## config.mk

```make
export PLATFORM = sky130hd
export DESIGN_NAME = listener_port_watch_table_unit
export DESIGN_NICKNAME = d
export VERILOG_FILES = /design/src/rtl/core/lpwt_pkg.sv /design/src/rtl/core/lpwt_front.sv /design/src/rtl/core/lpwt_queue.sv /design/src/rtl/core/lpwt_back.sv /design/src/rtl/core/listener_port_watch_table_unit.sv
export SDC_FILE = /design/constraint.sdc
export NUM_CORES = 2
export LEC_CHECK = 0
export BUFFER_PORTS_ARGS = -buffer_cell sky130_fd_sc_hd__buf_2
export CELL_PAD_IN_SITES_DETAIL_PLACEMENT = 1
export CELL_PAD_IN_SITES_GLOBAL_PLACEMENT = 1
export CORE_MARGIN = 4
export CORE_UTILIZATION = 40
export DETAILED_ROUTE_END_ITERATION = 10
export PLACE_DENSITY_LB_ADDON = 0.1
export SETUP_SLACK_MARGIN = 0.2
export SYNTH_ARGS = -nofsm -noshare
export SYNTH_HDL_FRONTEND = slang
export SYNTH_HIERARCHICAL = 1
export SYNTH_SLANG_ARGS = --single-unit
```

## constraint.sdc

```tcl
create_clock -name clk_i -period 5.3 [get_ports clk_i]
set_input_delay 0.795 -clock clk_i [delete_from_list [all_inputs] [get_ports clk_i]]
set_output_delay 0.795 -clock clk_i [all_outputs]
set_load 0.01 [all_outputs]
```

## src/rtl/core/lpwt_pkg.sv

```systemverilog
// Listener port watch table: shared types, constants and the default port table.
// No dependencies; used by every module of the block.
`default_nettype none
package lpwt_pkg;

  localparam int TABLE_DEPTH  = 128;
  localparam int IDX_W        = $clog2(TABLE_DEPTH);
  localparam int CNT_W        = $clog2(TABLE_DEPTH + 1);
  localparam int NUM_DEFAULTS = 5;
  localparam int DFLT_W       = $clog2(NUM_DEFAULTS);
  localparam int QUEUE_DEPTH  = 2;
  localparam int QPTR_W       = $clog2(QUEUE_DEPTH);
  localparam int QCNT_W       = $clog2(QUEUE_DEPTH + 1);

  localparam logic [1:0] KIND_ADD    = 2'd0;
  localparam logic [1:0] KIND_LOOKUP = 2'd1;
  localparam logic [1:0] KIND_REPLY  = 2'd2;

  localparam logic [1:0] MATCH_NONE = 2'd0;
  localparam logic [1:0] MATCH_DST  = 2'd1;
  localparam logic [1:0] MATCH_SRC  = 2'd2;

  localparam logic [15:0] LISTENER_PORT  = 16'd6002;
  localparam logic [7:0]  MSG_TYPE_REPLY = 8'h02;
  localparam logic [7:0]  MSG_BYTE14_REQ = 8'h00;
  localparam logic [7:0]  MSG_BYTE15_REQ = 8'h11;

  typedef enum logic [1:0] {
    OP_NONE,
    OP_ADD,
    OP_LOOKUP
  } op_e;

  typedef struct packed {
    op_e         op;
    logic [15:0] port;
    logic [15:0] dst;
    logic [14:0] learned;
  } cmd_t;

  typedef struct packed {
    logic [14:0] learned_port;
    logic        table_full;
    logic        port_added;
    logic [1:0]  match_code;
  } result_t;

  typedef struct packed {
    logic [CNT_W-1:0] entry_count;
  } stat_t;

  function automatic logic [15:0] default_port(input logic [DFLT_W-1:0] idx);
    logic [15:0] port;
    case (idx)
      3'd0: port = 16'd6002;
      3'd1: port = 16'd3857;
      3'd2: port = 16'd3949;
      3'd3: port = 16'd4119;
      3'd4: port = 16'd4246;
      default: port = 16'd0;
    endcase
    return port;
  endfunction

endpackage
`default_nettype wire

```

## src/rtl/core/lpwt_front.sv

```systemverilog
// Front end: accepts input items and turns them into table commands.
// Depends on lpwt_pkg.
`default_nettype none
module lpwt_front (
  input  wire logic                 in_valid_i,
  input  wire logic [1:0]           in_kind_i,
  input  wire logic [71:0]          in_data_i,
  input  wire logic                 q_full_i,
  output logic                      in_ready_o,
  output logic                      q_push_o,
  output lpwt_pkg::cmd_t            q_cmd_o
);

  logic [15:0] port_value;
  logic [15:0] dest_port;
  logic [7:0]  b0, b14, b15, b16, b17;
  logic        reply_ok;
  logic [6:0]  hi_part;

  assign port_value = in_data_i[15:0];
  assign dest_port  = in_data_i[31:16];
  assign b0         = in_data_i[39:32];
  assign b14        = in_data_i[47:40];
  assign b15        = in_data_i[55:48];
  assign b16        = in_data_i[63:56];
  assign b17        = in_data_i[71:64];

  assign reply_ok = (port_value == lpwt_pkg::LISTENER_PORT) &&
                    (b0 == lpwt_pkg::MSG_TYPE_REPLY) &&
                    (b14 == lpwt_pkg::MSG_BYTE14_REQ) &&
                    (b15 == lpwt_pkg::MSG_BYTE15_REQ);
  assign hi_part  = b17[7:1] | {6'd0, b17[0]};

  assign in_ready_o = !q_full_i;
  assign q_push_o   = in_valid_i && !q_full_i;

  always_comb begin
    q_cmd_o.op      = lpwt_pkg::OP_NONE;
    q_cmd_o.port    = port_value;
    q_cmd_o.dst     = dest_port;
    q_cmd_o.learned = 15'd0;
    case (in_kind_i)
      lpwt_pkg::KIND_ADD: begin
        if (port_value != 16'd0) begin
          q_cmd_o.op = lpwt_pkg::OP_ADD;
        end
      end
      lpwt_pkg::KIND_LOOKUP: begin
        q_cmd_o.op = lpwt_pkg::OP_LOOKUP;
      end
      lpwt_pkg::KIND_REPLY: begin
        if (reply_ok) begin
          q_cmd_o.op      = lpwt_pkg::OP_ADD;
          q_cmd_o.learned = {hi_part, 1'b0, b16[6:0]};
          q_cmd_o.port    = {1'b0, hi_part, 1'b0, b16[6:0]};
        end
      end
      default: q_cmd_o.op = lpwt_pkg::OP_NONE;
    endcase
  end

endmodule
`default_nettype wire

```

## src/rtl/core/lpwt_queue.sv

```systemverilog
// Short command queue between front end and table engine.
// Depends on lpwt_pkg.
`default_nettype none
module lpwt_queue (
  input  wire logic           clk_i,
  input  wire logic           rst_ni,
  input  wire logic           push_i,
  input  wire lpwt_pkg::cmd_t push_cmd_i,
  input  wire logic           pop_i,
  output logic                full_o,
  output logic                valid_o,
  output lpwt_pkg::cmd_t      head_o
);

  lpwt_pkg::cmd_t                  slot_q [lpwt_pkg::QUEUE_DEPTH];
  logic [lpwt_pkg::QPTR_W-1:0]     wr_ptr_q, wr_ptr_d;
  logic [lpwt_pkg::QPTR_W-1:0]     rd_ptr_q, rd_ptr_d;
  logic [lpwt_pkg::QCNT_W-1:0]     cnt_q, cnt_d;

  assign full_o  = (cnt_q == lpwt_pkg::QCNT_W'(lpwt_pkg::QUEUE_DEPTH));
  assign valid_o = (cnt_q != '0);
  assign head_o  = slot_q[rd_ptr_q];

  always_comb begin
    wr_ptr_d = wr_ptr_q;
    rd_ptr_d = rd_ptr_q;
    cnt_d    = cnt_q;
    if (push_i) begin
      wr_ptr_d = wr_ptr_q + 1'b1;
    end
    if (pop_i) begin
      rd_ptr_d = rd_ptr_q + 1'b1;
    end
    if (push_i && !pop_i) begin
      cnt_d = cnt_q + 1'b1;
    end else if (pop_i && !push_i) begin
      cnt_d = cnt_q - 1'b1;
    end
  end

  always_ff @(posedge clk_i or negedge rst_ni) begin
    if (!rst_ni) begin
      wr_ptr_q <= '0;
      rd_ptr_q <= '0;
      cnt_q    <= '0;
    end else begin
      wr_ptr_q <= wr_ptr_d;
      rd_ptr_q <= rd_ptr_d;
      cnt_q    <= cnt_d;
    end
  end

  always_ff @(posedge clk_i) begin
    if (push_i) begin
      slot_q[wr_ptr_q] <= push_cmd_i;
    end
  end

endmodule
`default_nettype wire

```

## src/rtl/core/lpwt_back.sv

```systemverilog
// Table engine: port table memory, entry count, ordered scan and result register.
// Depends on lpwt_pkg.
`default_nettype none
module lpwt_back (
  input  wire logic            clk_i,
  input  wire logic            rst_ni,
  input  wire logic            q_valid_i,
  input  wire lpwt_pkg::cmd_t  q_head_i,
  output logic                 q_pop_o,
  output logic                 out_valid_o,
  input  wire logic            out_ready_i,
  output lpwt_pkg::result_t    out_res_o,
  output lpwt_pkg::stat_t      stat_o
);

  localparam logic [1:0] ST_IDLE = 2'd0;
  localparam logic [1:0] ST_EXEC = 2'd1;
  localparam logic [1:0] ST_SCAN = 2'd2;
  localparam logic [1:0] ST_DONE = 2'd3;

  localparam int IW = lpwt_pkg::IDX_W;
  localparam int CW = lpwt_pkg::CNT_W;

  logic [15:0]        mem [lpwt_pkg::TABLE_DEPTH];
  logic [15:0]        rd_data_q;
  logic [IW-1:0]      rd_addr;
  logic               wr_en;
  logic [IW-1:0]      wr_addr;

  logic [1:0]         state_q, state_d;
  lpwt_pkg::cmd_t     cmd_q, cmd_d;
  logic [CW-1:0]      cnt_q, cnt_d;
  logic [CW-1:0]      issue_q, issue_d;
  logic               cmp_vld_q, cmp_vld_d;
  logic [IW-1:0]      cmp_idx_q, cmp_idx_d;
  lpwt_pkg::result_t  res_q, res_d;
  logic               out_vld_q, out_vld_d;
  lpwt_pkg::result_t  out_q, out_d;

  logic [15:0]        cmp_data;
  logic               hit_dst, hit_src;
  logic               out_free;

  assign rd_addr  = issue_q[IW-1:0];
  assign wr_addr  = cnt_q[IW-1:0];
  assign cmp_data = (cmp_idx_q < IW'(lpwt_pkg::NUM_DEFAULTS)) ?
                    lpwt_pkg::default_port(cmp_idx_q[lpwt_pkg::DFLT_W-1:0]) : rd_data_q;
  assign hit_dst  = cmp_vld_q && (cmp_data == cmd_q.dst);
  assign hit_src  = cmp_vld_q && (cmp_data == cmd_q.port);
  assign out_free = !out_vld_q || out_ready_i;

  assign out_valid_o        = out_vld_q;
  assign out_res_o          = out_q;
  assign stat_o.entry_count = cnt_q;

  always_comb begin
    state_d   = state_q;
    cmd_d     = cmd_q;
    cnt_d     = cnt_q;
    issue_d   = issue_q;
    cmp_vld_d = 1'b0;
    cmp_idx_d = cmp_idx_q;
    res_d     = res_q;
    out_vld_d = out_vld_q;
    out_d     = out_q;
    q_pop_o   = 1'b0;
    wr_en     = 1'b0;

    if (out_ready_i) begin
      out_vld_d = 1'b0;
    end

    case (state_q)
      ST_IDLE: begin
        if (q_valid_i) begin
          q_pop_o = 1'b1;
          cmd_d   = q_head_i;
          issue_d = '0;
          state_d = (q_head_i.op == lpwt_pkg::OP_LOOKUP) ? ST_SCAN : ST_EXEC;
        end
      end
      ST_EXEC: begin
        res_d              = '0;
        res_d.learned_port = cmd_q.learned;
        if (cmd_q.op == lpwt_pkg::OP_ADD) begin
          if (cnt_q < CW'(lpwt_pkg::TABLE_DEPTH)) begin
            wr_en            = 1'b1;
            cnt_d            = cnt_q + 1'b1;
            res_d.port_added = 1'b1;
          end else begin
            res_d.table_full = 1'b1;
          end
        end
        state_d = ST_DONE;
      end
      ST_SCAN: begin
        res_d = '0;
        if (hit_dst) begin
          res_d.match_code = lpwt_pkg::MATCH_DST;
          state_d          = ST_DONE;
        end else if (hit_src) begin
          res_d.match_code = lpwt_pkg::MATCH_SRC;
          state_d          = ST_DONE;
        end else if (issue_q == cnt_q) begin
          res_d.match_code = lpwt_pkg::MATCH_NONE;
          state_d          = ST_DONE;
        end else begin
          cmp_vld_d = 1'b1;
          cmp_idx_d = issue_q[IW-1:0];
          issue_d   = issue_q + 1'b1;
        end
      end
      ST_DONE: begin
        if (out_free) begin
          out_vld_d = 1'b1;
          out_d     = res_q;
          state_d   = ST_IDLE;
        end
      end
      default: state_d = ST_IDLE;
    endcase
  end

  always_ff @(posedge clk_i or negedge rst_ni) begin
    if (!rst_ni) begin
      state_q   <= ST_IDLE;
      cnt_q     <= CW'(lpwt_pkg::NUM_DEFAULTS);
      issue_q   <= '0;
      cmp_vld_q <= 1'b0;
      out_vld_q <= 1'b0;
    end else begin
      state_q   <= state_d;
      cnt_q     <= cnt_d;
      issue_q   <= issue_d;
      cmp_vld_q <= cmp_vld_d;
      out_vld_q <= out_vld_d;
    end
  end

  always_ff @(posedge clk_i) begin
    cmd_q     <= cmd_d;
    cmp_idx_q <= cmp_idx_d;
    res_q     <= res_d;
    out_q     <= out_d;
  end

  always_ff @(posedge clk_i) begin
    if (wr_en) begin
      mem[wr_addr] <= cmd_q.port;
    end
    rd_data_q <= mem[rd_addr];
  end

endmodule
`default_nettype wire

```

## src/rtl/core/listener_port_watch_table_unit.sv

```systemverilog
// Listener port watch table, top level: front end, command queue and table engine.
// A lookup scans the table entries in order, one table entry per cycle through the
// single memory read port. The front end takes new items while the engine works,
// up to two queued commands.
// Reset (rst_ni low, asynchronous) sets the count to five default ports, held as
// constants; no clearing pass, items are accepted from the first cycle after reset.
`default_nettype none
module listener_port_watch_table_unit (
  input  wire logic        clk_i,
  input  wire logic        rst_ni,
  input  wire logic        s_axis_tvalid,
  output logic             s_axis_tready,
  // port_value[15:0], dest_port[31:16], msg_type_byte[39:32], msg_byte14[47:40],
  // msg_byte15[55:48], msg_byte16[63:56], msg_byte17[71:64]
  input  wire logic [71:0] s_axis_tdata,
  // kind[1:0]
  input  wire logic [1:0]  s_axis_tuser,
  output logic             m_axis_tvalid,
  input  wire logic        m_axis_tready,
  // match_code[1:0], port_added[2], table_full[3], learned_port[18:4], zero[23:19]
  output logic [23:0]      m_axis_tdata
);

  logic               q_push, q_pop, q_full, q_valid;
  lpwt_pkg::cmd_t     push_cmd, head_cmd;
  lpwt_pkg::result_t  res;
  lpwt_pkg::stat_t    stat;

  lpwt_front u_front (
    .in_valid_i (s_axis_tvalid),
    .in_kind_i  (s_axis_tuser),
    .in_data_i  (s_axis_tdata),
    .q_full_i   (q_full),
    .in_ready_o (s_axis_tready),
    .q_push_o   (q_push),
    .q_cmd_o    (push_cmd)
  );

  lpwt_queue u_queue (
    .clk_i      (clk_i),
    .rst_ni     (rst_ni),
    .push_i     (q_push),
    .push_cmd_i (push_cmd),
    .pop_i      (q_pop),
    .full_o     (q_full),
    .valid_o    (q_valid),
    .head_o     (head_cmd)
  );

  lpwt_back u_back (
    .clk_i       (clk_i),
    .rst_ni      (rst_ni),
    .q_valid_i   (q_valid),
    .q_head_i    (head_cmd),
    .q_pop_o     (q_pop),
    .out_valid_o (m_axis_tvalid),
    .out_ready_i (m_axis_tready),
    .out_res_o   (res),
    .stat_o      (stat)
  );

  assign m_axis_tdata = {5'd0, res.learned_port, res.table_full, res.port_added,
                         res.match_code};

`ifndef NO_ASSERTIONS
  a_count_range: assert property (@(posedge clk_i) disable iff (!rst_ni)
    (stat.entry_count >= lpwt_pkg::CNT_W'(lpwt_pkg::NUM_DEFAULTS)) &&
    (stat.entry_count <= lpwt_pkg::CNT_W'(lpwt_pkg::TABLE_DEPTH)))
    else $error("entry count out of range");

  a_full_only_when_full: assert property (@(posedge clk_i) disable iff (!rst_ni)
    (m_axis_tvalid && res.table_full) |->
    (stat.entry_count == lpwt_pkg::CNT_W'(lpwt_pkg::TABLE_DEPTH)))
    else $error("table full reported with room left");

  a_add_no_match: assert property (@(posedge clk_i) disable iff (!rst_ni)
    (m_axis_tvalid && (res.port_added || res.table_full)) |->
    (res.match_code == lpwt_pkg::MATCH_NONE) && !(res.port_added && res.table_full))
    else $error("inconsistent result flags");
`endif

endmodule
`default_nettype wire

```

==> results.yml <==
route:
  vias: 40170
  ant_nets: 0
  drtPass1Iterations: 5
  totalWireLength_um: 231000
  drcViolationCount: 0
  drtIter0Drc: 3875
  vias_per_cell: 5.62
  post_drt_wl_per_cell_um: 32.3
floorplanning:
  die_area_um2: 228000
  fp.dieH_um: 478
  start_util: 0.402
  die_w_um: 478
  rows: 172
  ios: 104
  core_area_um2: 220000
global_route:
  overflow: 0
  grt_first_pass_wirelength_um: 330000
  grt_pass1_vias: 43057
  grt_usage: 0.203
  grt_max_degree: 97
  antenna_found_initial: 27
sta:
  fin_crit_ns: 3.89
  finalClockSkew_ns: 0.0637
  final.setup.tns_ns: 0
  fmax_mhz: 257
  setup_viol: 0
  worst_pin_slew_ns: 1.37
  hold_viol_final: 0
  finalCritPeriodShare: 0.735
  relSlewSlack: 0.0891
  rsz0062_at_grt: "no"
  final_max_slew_viol_count: 0
setup_path:
  cp_slowest_cell: "or4_1"
  r2r_setup_slack_ns: 1.41
  crit_family: "simple AND/OR/NAND/NOR gates"
  worstPathRequired_ns: 6.07
  crit_chain: "or4_1 -> nor2_2 -> o22ai_1 -> a21o_1 -> nor4_1 -> nand4_1 -> nand3_2 -> o221a_2 -> mux2_1"
  critPathMaxStageDelay_ns: 0.96
  crit_path_start: "u_back/cmp_idx_q[5]"
  path_max_fanout: 19
  crit_path_start_kind: "flip-flop"
  r2r-start: "u_back/cmp_idx_q[5]"
  critPathCaptureType: "flip-flop"
  r2r-end: "u_back/state_q[1]"
  criticalPathCategory: "reg -> reg"
  critPathArrivalTime_ns: 4.66
  path_buf_inv: 0
  rr_worst_depth: 9
clocking:
  cts.clk_slew.worst_paths_ns: 0.07
  cts-root-buf: "clkbuf_16"
  clk_latency_ns: 0.89
  cts_buffer_depth: 3
  cts_tree: "yes"
  clkSinkCount: 2280
  h-tree-depth: 4
  postCtsSetupRepairBufs: 0
  ctsResizeCount: 0
  cts_made_buffers: 236
job:
  maxCapViolCount: 0
hold_path:
  hold_depth: 1
  min_to: "u_queue/slot_q[1][17]"
  min_from: "s_axis_tdata[18]"
  min_path_type: "in -> reg"
final_layout:
  fillers: 19544
  nets: 4164
  drive_above_1_share: 0.357
  area_growth_pct: 14.5
synthesis:
  synth_area_um2: 88300
  synth.distinct_cells: 74
  synth_flop_cell: "edfxtp_1"
  synth-seq-cells: 2280
  synth_seq_area_share: 0.773
  syn_area_per_cell_um2: 23.6
  synth_edf_count: 2240
  synthArstFlopShare: 0.0105
  synth_cells: 3737
  yosys_warnings: 6
run_status:
  status: "completed"
power_and_ir_drop:
  power.total_uw: 50500
  p_per_area_nw_per_um2: 499
  ir_drop_v: 0.000401
  leakage_uw: 0.0311
placement:
  io_buffers: 97
  hpwl_um: 135000
  gp_congestion: 0.749
==> layout by cell type (no fill, tap or decap), drive strengths merged, types with 21 or more instances in the layout <==
| cell | instances |
|---|---|
| nand2 | 37 |
| xor2 | 21 |
| dfrtp | 22 |
| nor2b | 26 |
| nor2 | 144 |
| clkbuf | 312 |
| mux4 | 671 |
| mux2 | 75 |
| edfxtp | 2240 |
| nand3 | 21 |
| o21ai | 24 |
| inv | 23 |
| clkinv | 99 |
| buf | 314 |
==> metrics by stage <==
step / setup slack, ns / cell area [um^2] / std cells / utilization / hold slack (ns)
after floorplan: 1.57 / 88300 / 3741 / - / 0.400
after global placement: 1.43 / 93600 / 6711 / 0.427 / 0.402
after detailed placement: 1.41 / 93600 / 6711 / 0.427 / 0.406
after CTS: 1.39 / 101000 / 7143 / 0.460 / 0.00516
after global routing: 1.16 / 101000 / 7144 / 0.460 / 0.0430
final: 1.41 / 101000 / 7148 / 0.460 / 0.113
==> worst max-delay path by stage <==
stage	endpoint	slack, ns	cells past startpoint
after CTS	u_back/mem[106][8]	1.39	6
after global routing	u_back/state_q[1]	1.16	9
final	u_back/state_q[1]	1.41	9
after global placement	u_back/state_q[1]	1.43	9
after detailed placement	u_back/mem[106][3]	1.41	6
after floorplan	u_back/state_q[1]	1.57	9
==> worst register-to-register path, stage by stage, from the launching register on <==
cell      delay (ns)
edfxtp_1        0.47
or4_1           0.96
nor2_2          0.33
o22ai_1         0.18
a21o_1          0.22
nor4_1          0.31
nand4_1         0.34
nand3_2         0.36
o221a_2         0.29
mux2_1          0.32
==> flip-flops by register name (all words and copies together) (netlist names) <==
register / cells
u_back/rd_data_q: 16
u_back/out_valid_o: 1
u_back/state_q: 2
u_back/cmp_idx_q: 7
u_back/res_q: 19
u_queue/rd_ptr_q: 1
u_queue/wr_ptr_q: 1
u_back/mem: 2048
u_back/cmd_q: 49
u_back/cmp_vld_q: 1
u_back/out_res_o: 19
u_queue/cnt_q: 2
u_back/stat_o: 8
u_queue/slot_q: 98
u_back/issue_q: 8
==> Yosys cell counts (all sizes together) (8+ instances only) <==
master,instances,area [um^2]
nand2,37,139
nand3,21,110
a21o,12,91.3
buf,83,561
inv,19,71.3
and2,18,113
xor2,21,184
edfxtp,2240,67300
xnor2,11,96.3
mux4,671,15100
or4,9,71.3
nor4,18,128
dfxtp,16,320
nand2b,14,87.6
o211ai,8,60.1
dfrtp,22,551
clkbuf,132,495
a21oi,17,96.4
mux2,75,1050
nor3,16,91.3
nor2,144,546
nor2b,26,163
o21ai,24,120
==> power breakdown <==
group          total, uW  switching (uW)  internal (uW)
clock network      15800            7000           8840
logic              11700            6750           4960
registers          22900             824          22100
total              50500           14600          35900
==> kinds of logic (layout without fill, tap and decap cells) <==
group / after synthesis / after routing / share of synthesized area
simple gates: 338 / 338 / 0.0194
flops: 2280 / 2280 / 0.773
other cells: 2 / 11 / 0.0000851
xor+xnor: 32 / 32 / 0.00318
fa+ha+maj: 7 / 7 / 0.000992
compound gates: 95 / 95 / 0.00747
buf+inv: 234 / 765 / 0.0128
mux: 749 / 749 / 0.184
==> area by class of cell <==
type / instances / area, um^2 / area share
sequential: 2280 / 68200 / 0.675
multi-input combinational: 1227 / 19300 / 0.191
clock buffer: 312 / 6250 / 0.0619
tap: 2871 / 3590 / 0.0356
timing repair buffer: 315 / 2420 / 0.0240
clock inverter: 119 / 1130 / 0.0112
inverter: 19 / 71.3 / 0.000706
antenna: 5 / 12.5 / 0.000124
==> layer usage <==
metal	track usage	part of all wire	routed length (um)	up-vias
met5	0	0	0	-
met4	0.0483	0.021	4850	0
met3	0.0351	0.057	13100	279
met2	0.322	0.48	111000	1039
met1	0.294	0.44	102000	22249
li1	-	-	-	16603
==> repair_timing <==
action,CTS,global route
hold endpoints to repair,22,0
setup endpoints to repair,0,0
hold buffers,1,0
(Power assumes the default switching activity.)
